==> config.mk <==
export PLATFORM = sky130hd
export DESIGN_NAME = route_time_window_feasibility
export DESIGN_NICKNAME = d
export VERILOG_FILES = /design/src/sv/rtwf_pkg.sv /design/src/sv/route_time_window_feasibility.sv
export SDC_FILE = /design/constraint.sdc
export NUM_CORES = 1
export LEC_CHECK = 0
export BUFFER_PORTS_ARGS = -buffer_cell sky130_fd_sc_hd__buf_2
export CORE_ASPECT_RATIO = 2
export CORE_MARGIN = 5
export CORE_UTILIZATION = 46
export CTS_CLUSTER_SIZE = 16
export DETAILED_ROUTE_END_ITERATION = 16
export GPL_TIMING_DRIVEN = 1
export PLACE_DENSITY_LB_ADDON = 0.15
export SYNTH_ARGS = -nofsm -noshare
export SYNTH_HDL_FRONTEND = slang
export SYNTH_SLANG_ARGS = --single-unit
export TNS_END_PERCENT = 10
==> constraint.sdc <==
create_clock -name i_clk -period 20.7 [get_ports i_clk]
set_input_delay 3.105 -clock i_clk [delete_from_list [all_inputs] [get_ports i_clk]]
set_output_delay 3.105 -clock i_clk [all_outputs]
set_load 0.01 [all_outputs]
==> src/sv/rtwf_pkg.sv <==
// shared constants and types for the route time window feasibility checker
package rtwf_pkg;

    localparam int TIME_W = 20;
    localparam int T_EXT  = (TIME_W >= 20) ? TIME_W + 1 : 21;
    localparam int OUT_W  = 20;
    localparam int LOAD_W = 20;
    localparam int DIST_W = 28;
    localparam int CAP_W  = 16;
    localparam int RUN_W  = 20;
    localparam int CFG_IDX_W  = 1;
    localparam int CFG_DATA_W = 20;

    localparam logic [T_EXT-1:0]  TIME_MAX_X = T_EXT'((65'd1 << TIME_W) - 65'd1);
    localparam logic [LOAD_W-1:0] LOAD_MAX   = '1;
    localparam logic [DIST_W-1:0] DIST_MAX   = '1;

    localparam logic [CFG_IDX_W-1:0] CFG_CAPACITY = 1'b0;
    localparam logic [CFG_IDX_W-1:0] CFG_MAX_RUN  = 1'b1;

    typedef enum logic [1:0] {
        FAIL_NONE = 2'd0,
        FAIL_LATE = 2'd1,
        FAIL_LOAD = 2'd2,
        FAIL_RUN  = 2'd3
    } t_fail_cause;

endpackage

==> src/sv/route_time_window_feasibility.sv <==
// route time window feasibility checker, one station request per cycle while not stalled
//
//  channel  | direction | handshake                    | payload
//  ---------+-----------+------------------------------+------------------------------
//  station  | in        | i_in_valid / o_in_stall      | travel, distance, window, load
//  result   | out       | o_out_valid / i_out_stall    | arrival, status, totals
//  config   | in        | i_cfg_valid / o_cfg_ready    | i_cfg_index, i_cfg_data
//
//  the result register is loaded at the edge the request is taken and the route state
//  updates at the same edge, so requests may follow every cycle while o_in_stall is low
//  o_in_stall is high only while a result is held and the output is stalled
//  synchronous active-low reset clears the route state; limits reset to their maximum
//  config writes are always ready
module route_time_window_feasibility
    import rtwf_pkg::*;
(
    input  logic                  i_clk,
    input  logic                  i_rst_n,

    input  logic                  i_in_valid,
    output logic                  o_in_stall,
    input  logic [11:0]           i_travel_minutes,
    input  logic [15:0]           i_distance_q8,
    input  logic [15:0]           i_earliest_minutes,
    input  logic [15:0]           i_latest_minutes,
    input  logic [11:0]           i_demand,
    input  logic [11:0]           i_service_minutes,
    input  logic                  i_depot_stop,
    input  logic                  i_last_in_route,

    output logic                  o_out_valid,
    input  logic                  i_out_stall,
    output logic [OUT_W-1:0]      o_arrival_minutes,
    output logic                  o_arrival_valid,
    output logic [1:0]            o_fail_cause,
    output logic                  o_route_done,
    output logic                  o_feasible,
    output logic [OUT_W-1:0]      o_travel_sum_minutes,
    output logic [OUT_W-1:0]      o_service_sum_minutes,
    output logic [OUT_W-1:0]      o_run_sum_minutes,
    output logic [OUT_W-1:0]      o_load_sum,
    output logic [DIST_W-1:0]     o_total_distance_q8,

    input  logic                  i_cfg_valid,
    output logic                  o_cfg_ready,
    input  logic [CFG_IDX_W-1:0]  i_cfg_index,
    input  logic [CFG_DATA_W-1:0] i_cfg_data
);

    // configuration
    logic [CAP_W-1:0]  r_capacity;
    logic [RUN_W-1:0]  r_max_run;

    // route state
    logic [TIME_W-1:0] r_clock,       n_clock;
    logic [LOAD_W-1:0] r_load_sum,    n_load_sum;
    logic [TIME_W-1:0] r_travel_sum,  n_travel_sum;
    logic [TIME_W-1:0] r_service_sum, n_service_sum;
    logic [DIST_W-1:0] r_dist_sum,    n_dist_sum;
    logic              r_at_start,    n_at_start;
    logic              r_failed,      n_failed;
    t_fail_cause       r_code,        n_code;

    // result register
    logic              r_out_valid,   n_out_valid;
    logic [OUT_W-1:0]  r_out_arrival, n_out_arrival;
    logic              r_out_avalid,  n_out_avalid;
    t_fail_cause       r_out_cause,   n_out_cause;
    logic              r_out_done,    n_out_done;
    logic              r_out_feas,    n_out_feas;
    logic [OUT_W-1:0]  r_out_travel,  n_out_travel;
    logic [OUT_W-1:0]  r_out_service, n_out_service;
    logic [OUT_W-1:0]  r_out_runtime, n_out_runtime;
    logic [OUT_W-1:0]  r_out_load,    n_out_load;
    logic [DIST_W-1:0] r_out_dist,    n_out_dist;

    logic              accept;
    logic [T_EXT-1:0]  t_travel, t_arr, arrival_x, trav_x, svc_x, clk_x, run_x;
    logic [LOAD_W:0]   ld_raw;
    logic [LOAD_W-1:0] ld_sat, ld;
    logic [DIST_W:0]   dist_raw;
    logic [TIME_W-1:0] travel_upd, service_upd, clock_upd, runtime;
    logic [DIST_W-1:0] dist_upd;
    logic              late, overload, passed, run_over;
    logic              fail_f;
    t_fail_cause       code_f;

    assign o_in_stall  = r_out_valid && i_out_stall;
    assign accept      = i_in_valid && !o_in_stall;
    assign o_cfg_ready = 1'b1;

    always_comb begin
        // arrival and window checks
        t_travel  = r_at_start ? T_EXT'(r_clock)
                               : T_EXT'(r_clock) + T_EXT'(i_travel_minutes);
        t_arr     = (t_travel < T_EXT'(i_earliest_minutes)) ? T_EXT'(i_earliest_minutes)
                                                            : t_travel;
        arrival_x = (t_arr > TIME_MAX_X) ? TIME_MAX_X : t_arr;
        late      = t_arr > T_EXT'(i_latest_minutes);

        // running travel and distance
        trav_x     = T_EXT'(r_travel_sum) + T_EXT'(i_travel_minutes);
        travel_upd = r_at_start ? r_travel_sum
                   : ((trav_x > TIME_MAX_X) ? TIME_W'(TIME_MAX_X) : TIME_W'(trav_x));
        dist_raw   = {1'b0, r_dist_sum} + (DIST_W + 1)'(i_distance_q8);
        dist_upd   = r_at_start ? r_dist_sum
                   : (dist_raw[DIST_W] ? DIST_MAX : dist_raw[DIST_W-1:0]);

        // load
        ld_raw   = {1'b0, r_load_sum} + (LOAD_W + 1)'(i_demand);
        ld_sat   = ld_raw[LOAD_W] ? LOAD_MAX : ld_raw[LOAD_W-1:0];
        ld       = i_depot_stop ? r_load_sum : ld_sat;
        overload = !i_depot_stop && (ld > LOAD_W'(r_capacity));

        // service and clock
        svc_x       = T_EXT'(r_service_sum) + T_EXT'(i_service_minutes);
        service_upd = (svc_x > TIME_MAX_X) ? TIME_W'(TIME_MAX_X) : TIME_W'(svc_x);
        clk_x       = arrival_x + T_EXT'(i_service_minutes);
        clock_upd   = (clk_x > TIME_MAX_X) ? TIME_W'(TIME_MAX_X) : TIME_W'(clk_x);

        passed = !r_failed && !late && !overload;

        // run limit on the last station
        run_x    = T_EXT'(travel_upd) + T_EXT'(service_upd);
        runtime  = (run_x > TIME_MAX_X) ? TIME_W'(TIME_MAX_X) : TIME_W'(run_x);
        run_over = T_EXT'(runtime) > T_EXT'(r_max_run);

        n_clock       = r_clock;
        n_load_sum    = r_load_sum;
        n_travel_sum  = r_travel_sum;
        n_service_sum = r_service_sum;
        n_dist_sum    = r_dist_sum;
        n_at_start    = r_at_start;
        fail_f        = r_failed;
        code_f        = r_code;

        if (!r_failed) begin
            n_travel_sum = travel_upd;
            n_dist_sum   = dist_upd;
            n_at_start   = 1'b0;
            if (late) begin
                fail_f = 1'b1;
                code_f = FAIL_LATE;
            end else begin
                n_load_sum = ld;
                if (overload) begin
                    fail_f = 1'b1;
                    code_f = FAIL_LOAD;
                end else begin
                    n_service_sum = service_upd;
                    n_clock       = clock_upd;
                end
            end
        end
        if (i_last_in_route && passed && run_over) begin
            fail_f = 1'b1;
            code_f = FAIL_RUN;
        end

        n_failed = fail_f;
        n_code   = code_f;

        // result
        n_out_arrival = r_failed ? '0 : OUT_W'(arrival_x);
        n_out_avalid  = !r_failed;
        n_out_cause   = code_f;
        n_out_done    = i_last_in_route;
        n_out_feas    = i_last_in_route && !fail_f;
        n_out_travel  = OUT_W'(n_travel_sum);
        n_out_service = OUT_W'(n_service_sum);
        n_out_runtime = (i_last_in_route && passed) ? OUT_W'(runtime) : '0;
        n_out_load    = (i_last_in_route && passed) ? OUT_W'(ld) : '0;
        n_out_dist    = n_dist_sum;

        // last station closes the route
        if (i_last_in_route) begin
            n_clock       = '0;
            n_load_sum    = '0;
            n_travel_sum  = '0;
            n_service_sum = '0;
            n_dist_sum    = '0;
            n_at_start    = 1'b1;
            n_failed      = 1'b0;
            n_code        = FAIL_NONE;
        end

        n_out_valid = accept ? 1'b1 : (r_out_valid && i_out_stall);
    end

    always_ff @(posedge i_clk) begin
        if (!i_rst_n) begin
            r_capacity    <= '1;
            r_max_run     <= '1;
            r_clock       <= '0;
            r_load_sum    <= '0;
            r_travel_sum  <= '0;
            r_service_sum <= '0;
            r_dist_sum    <= '0;
            r_at_start    <= 1'b1;
            r_failed      <= 1'b0;
            r_code        <= FAIL_NONE;
            r_out_valid   <= 1'b0;
        end else begin
            if (i_cfg_valid && o_cfg_ready) begin
                case (i_cfg_index)
                    CFG_CAPACITY: r_capacity <= i_cfg_data[CAP_W-1:0];
                    CFG_MAX_RUN:  r_max_run  <= i_cfg_data[RUN_W-1:0];
                    default: ;
                endcase
            end
            if (accept) begin
                r_clock       <= n_clock;
                r_load_sum    <= n_load_sum;
                r_travel_sum  <= n_travel_sum;
                r_service_sum <= n_service_sum;
                r_dist_sum    <= n_dist_sum;
                r_at_start    <= n_at_start;
                r_failed      <= n_failed;
                r_code        <= n_code;
            end
            r_out_valid <= n_out_valid;
        end
    end

    // result payload, no reset
    always_ff @(posedge i_clk) begin
        if (accept) begin
            r_out_arrival <= n_out_arrival;
            r_out_avalid  <= n_out_avalid;
            r_out_cause   <= n_out_cause;
            r_out_done    <= n_out_done;
            r_out_feas    <= n_out_feas;
            r_out_travel  <= n_out_travel;
            r_out_service <= n_out_service;
            r_out_runtime <= n_out_runtime;
            r_out_load    <= n_out_load;
            r_out_dist    <= n_out_dist;
        end
    end

    assign o_out_valid           = r_out_valid;
    assign o_arrival_minutes     = r_out_arrival;
    assign o_arrival_valid       = r_out_avalid;
    assign o_fail_cause          = r_out_cause;
    assign o_route_done          = r_out_done;
    assign o_feasible            = r_out_feas;
    assign o_travel_sum_minutes  = r_out_travel;
    assign o_service_sum_minutes = r_out_service;
    assign o_run_sum_minutes     = r_out_runtime;
    assign o_load_sum            = r_out_load;
    assign o_total_distance_q8   = r_out_dist;

endmodule
Yosys cells after proc, flatten, opt, wreduce, memory -nomap -nowiden
Cells that the tools add are included.

operators by class
  bitwise operators = 1
  div/mod/pow operators = 0
  magnitude comparators = 9
  eq/ne operators = 3
  shifts and indexed selects = 0
  multipliers = 0
  reduce and logical (&&, ||, !) cells = 19
  $add $sub $neg = 7
  multiplexer cells = 40

operator list
  cell                    count
  $mux W20                20
  $mux W28                4
  $gt A21 B20 Y1 const B  5
  $add A20 B12 Y21        4
  $mux W21                3
  $add A28 B16 Y29        1
  $add A20 B20 Y21        1
  $add A21 B12 Y21        1
  $gt A21 B16 Y1          1
  $lt A21 B16 Y1          1
  $gt A20 B16 Y1          1
  $gt A20 B20 Y1          1
  $mux W2                 5
  $logic_and A1 B1 Y1     8
  $mux W1                 8
  $logic_not A1 Y1        6
  $ne A2 B2 Y1 const B    3
  $reduce_and A2 Y1       3
  $reduce_and A4 Y1       1
  $reduce_and A3 Y1       1
  $not A1 Y1              1

word-level totals
  memory bits (read-only) = 0
  memories kept = 0
  bits in writable memories = 0
  bits in latches = 0
  output and inout bits = 136
  register bits = 282
  input bits = 112

Longest topological paths before layout
  word-level depth = 13
  depth in mapped cells = 38
  gate-level depth less buffers = 36

Worst setup path before layout
OpenSTA, ideal clock, no wires.

  path kind = input port to flip-flop
  start = input port i_travel_minutes[0]
  end = register r_out_cause[1] (netlist: o_fail_cause[1]) (data pin)
  data required time = 20.432 ns
  cell stages on the path = 38
  buffers on the path = 2
  setup time = 0.268 ns
  data arrival time = 9.689 ns
  slack = 10.744 ns
  cells stage by stage = ha_1 inv_1 fa_1 nor2b_1 o21ai_0 a21boi_0 o21ai_0 a21boi_0 o211ai_1 a21boi_1 o211a_1 clkbuf_1 nor3_1 a21oi_1 ha_1 inv_1 fa_1 nor2b_1 (+2 left out) o31ai_1 o311a_1 a21oi_1 nand3_1 and2_0 clkbuf_1 nand2_1 ha_1 a21o_1 a21o_1 a21o_1 a21o_1 a21o_1 a21o_1 a21oi_1 o221ai_1 o21ai_0 o22ai_1

between the ends
  elaborated cells on any way between the ends = 21
  those cells by class = add/sub: 3; order compare: 5; mux: 8; reduce/logical: 5

RTL lines
  item                   line                                  text
  start, declared        route_time_window_feasibility.sv:22   input logic [11:0] i_travel_minutes,
  $add A20 B12 Y21 *     route_time_window_feasibility.sv:102  trav_x = T_EXT'(r_travel_sum) + T_EXT'(i_travel_minutes);
  $gt A21 B20 Y1         route_time_window_feasibility.sv:104  : ((trav_x > TIME_MAX_X) ? TIME_W'(TIME_MAX_X) : TIME_W'(trav_x));
  $mux W20 *             route_time_window_feasibility.sv:104
  $mux W20 *             route_time_window_feasibility.sv:103  travel_upd = r_at_start ? r_travel_sum
  $add A20 B20 Y21 *     route_time_window_feasibility.sv:124  run_x = T_EXT'(travel_upd) + T_EXT'(service_upd);
  $gt A21 B20 Y1         route_time_window_feasibility.sv:125  runtime = (run_x > TIME_MAX_X) ? TIME_W'(TIME_MAX_X) : TIME_W'(run_x);
  $mux W20 *             route_time_window_feasibility.sv:125
  net runtime[5]         route_time_window_feasibility.sv:82   logic [TIME_W-1:0] travel_upd, service_upd, clock_upd, runtime;
  $gt A20 B20 Y1 *       route_time_window_feasibility.sv:126  run_over = T_EXT'(runtime) > T_EXT'(r_max_run);
  $logic_and A1 B1 Y1 *  route_time_window_feasibility.sv:155  if (i_last_in_route && passed && run_over) begin
  $mux W2 *              route_time_window_feasibility.sv:155
  net code_f[1]          route_time_window_feasibility.sv:86   t_fail_cause code_f;
  end signal, assigned   route_time_window_feasibility.sv:230  r_out_cause <= n_out_cause;
  end, declared          route_time_window_feasibility.sv:68   t_fail_cause r_out_cause, n_out_cause;

Mark *: on every way through the listed nets, which the timed path passes. The rest lies on a longest branch.
A chain may end at the register's enable or synchronous reset.

Worst setup path after layout
  start = input port i_travel_minutes[0]
  end = register r_out_cause[0] (netlist: o_fail_cause[0]) (data pin)

Same word-level chain as after synthesis.

==> flow_metrics.py <==
metrics = {
    "grt": {
        "track_usage": 0.270,
        "grt_max_degree": 83,
        "grt_overflow": 0,
        "grt_pass1_vias": 16700,
        "antenna_found_initial": 0,
        "grt_pass1_wl_um": 94800,
    },
    "clock_network": {
        "cts_buffers": 28,
        "cts.hold.buffers_added": 0,
        "cts_buffer_depth": 3,
        "cts_root_buf": "clkbuf_16",
        "ctsHtreeMaxLevel": 1,
        "cts_setup_buffers": 0,
        "insertion_delay_ns": 0.57,
        "clock-sinks": 282,
        "clkTransAtPathRegs_ns": 0.07,
        "cts_tree": "yes",
        "cts_resized": 0,
    },
    "timing": {
        "tightestPinTransition_ns": 1.20,
        "relSlewSlack": 0.199,
        "min_period_ns": 11.19,
        "hold_viol_final": 0,
        "setup_viol": 0,
        "timing.final.crit_share": 0.541,
        "slew_viol_final": 0,
        "setup_tns_ns": 0,
        "fmax_mhz": 89.4,
        "rsz0062_at_grt": "no",
        "fin_skew_ns": 0.0142,
    },
    "cells_and_area": {
        "syn2layout_area_growth_pct": 14.0,
        "drive_above_1_share": 0.160,
        "fin_nets": 2578,
        "diodes": 0,
    },
    "routing": {
        "via_per_inst": 5.81,
        "wire_per_inst_um": 22.4,
        "first_pass_iters": 5,
        "dr.first_iter.drc_count": 957,
        "drtAntennaViolNets": 0,
        "drc": 0,
        "dr_total_vias": 16600,
        "wl_um": 63800,
    },
    "placement": {
        "io_buffers": 246,
        "gp_congestion": 0.990,
        "hpwl_um": 49800,
    },
    "power_and_ir_drop": {
        "ir_drop_mv": 0.0760,
        "clock_power_share": 0.345,
        "finalPower_uw": 1550,
        "internal_power_uw": 1060,
        "switching_power_uw": 489,
        "power_frac_comb": 0.241,
        "p_leak_uw": 0.00981,
        "seqPwrFrac": 0.414,
        "cellPowerDensity_nw_per_um2": 73.1,
        "sw_frac_of_total": 0.315,
    },
    "yosys": {
        "synth_edf_count": 133,
        "synth_nets": 2379,
        "ys_async_sr_fraction": 0,
        "netlist_area_um2": 18600,
        "synthCells": 2097,
        "synthTopCellsByCount": "223 x nand2_1, 163 x ha_1, 154 x a21oi_1",
        "ys_types": 92,
        "synthFlopType": "dfxtp_1",
        "yosysMostFrequentCell": "nand2_1",
        "ys_seq_area_frac": 0.375,
        "synth_top_area_cell": "edfxtp_1",
        "ys_warn_count": 0,
        "yosys-top-cells-area": "edfxtp_1 21%, dfxtp_1 16%, ha_1 11%",
        "ys_seq_elements": 282,
        "syn_avg_cell_area_um2": 8.88,
        "synth_top_area_frac": 0.215,
    },
    "die": {
        "dieHeight_um": 295,
        "dieArea_um2": 44800,
        "core_um2": 40200,
        "core.rowCount": 104,
        "die_w_um": 152,
        "ios": 248,
        "initial_core_util": 0.463,
    },
    "worst_setup_path": {
        "slowest_delay_ns": 0.66,
        "arrival_ns": 11.47,
        "cp_slowest_cell": "o211a_1",
        "r2r-start": "r_travel_sum[0]",
        "critPathMaxFanout": 23,
        "end_kind": "flop",
        "critPathKind": "input pin to flop",
        "cp.required_ns": 20.98,
        "cp-start-kind": "input pin",
        "crit_top_cell": "a21o_1",
        "critical_path.startpoint": "i_travel_minutes[0]",
    },
    "status": {
        "status": "complete, no violations",
    },
    "worst_hold_path": {
        "worstHoldStart": "r_load_sum[0]",
        "hp-class": "flop to flop",
    },
    "run": {
        "drv_cap": 0,
    },
}
kinds of logic after synthesis:
| group | share of synthesized area |
|---|---|
| AOI/OAI and AO/OA | 0.221 |
| xor gates and xnor gates | 0.0442 |
| adders and majority gates | 0.117 |
| buffers and inverters | 0.0513 |
| DFF | 0.375 |
| muxes | 0.0257 |
| other | 0.000201 |
| and+or+nand+nor | 0.166 |
power by group through the flow:
| stage | clock, uW | sequential [uW] | combinational (uW) |
|---|---|---|---|
| after CTS | 545 | 642 | 375 |
| after global routing | 565 | 645 | 407 |
| after detailed placement | 0 | 654 | 373 |
| after floorplan | 0 | 661 | 226 |
| after global placement | 0 | 654 | 367 |
| final | 536 | 642 | 374 |
critical path: cells and delay by family:
family,cells,cell delay [ns]
and+or+nand+nor,6,0.77
buffers and inverters,4,0.43
AOI/OAI and AO/OA,23,5.71
adders and majority gates,5,1.42
state kept, by name (all words and copies together), names as in the netlist, 2 cells and up:
| register | flops |
|---|---|
| o_travel_sum_minutes | 20 |
| r_code | 2 |
| o_run_sum_minutes | 20 |
| r_service_sum | 20 |
| r_load_sum | 20 |
| r_travel_sum | 20 |
| o_total_distance_q8 | 28 |
| o_load_sum | 20 |
| r_clock | 20 |
| o_fail_cause | 2 |
| r_capacity | 16 |
| r_max_run | 20 |
| o_arrival_minutes | 20 |
| r_dist_sum | 28 |
| o_service_sum_minutes | 20 |
cell type report:
class / count / area (um^2)
timing repair buffer: 262 / 1350
inverter: 153 / 579
clock inverter: 14 / 143
fill: 3867 / 19000
multi-input combinational: 1569 / 10700
tap: 530 / 663
clock buffer: 38 / 790
sequential: 282 / 6980
layer usage:
layer | wire length [um] | vias up | track usage
met3 | 3160 | 167 | 0.0398
met1 | 21300 | 7865 | 0.255
met4 | 5120 | 0 | 0.184
met5 | 0 | - | 0
li1 | - | 7977 | -
met2 | 34200 | 545 | 0.529
per-stage QoR:
step	std cells	worst slack, ns	cell area, um^2	hold WS, ns	util
3_5_place_dp	2796	8.96	20300	0.468	0.504
6_report	2848	9.51	21200	0.481	0.528
3_3_place_gp	2796	8.90	20300	0.461	0.504
4_1_cts	2848	9.54	21200	0.485	0.528
5_1_grt	2848	8.82	21200	0.504	0.528
2_1_floorplan	2097	10.74	18600	0.435	-
final timing paths:
check | to | slack (ns) | cells past startpoint
min | r_load_sum[0] | 0.48 | 2
max | o_fail_cause[0] | 9.51 | 38
min reg2reg | r_load_sum[0] | 0.48 | 2
max reg2reg | o_fail_cause[0] | 11.57 | 37
cell usage in the layout (no fill, tap or decap), types with 54 or more instances in the layout:
cell type	n
a21o_1	54
dfxtp_1	148
inv_1	150
a21oi_1	154
edfxtp_1	133
nand2_1	223
buf_2	246
nor2_1	151
o21ai_0	122
xnor2_1	56
ha_1	163
(Power assumes the default switching activity.)
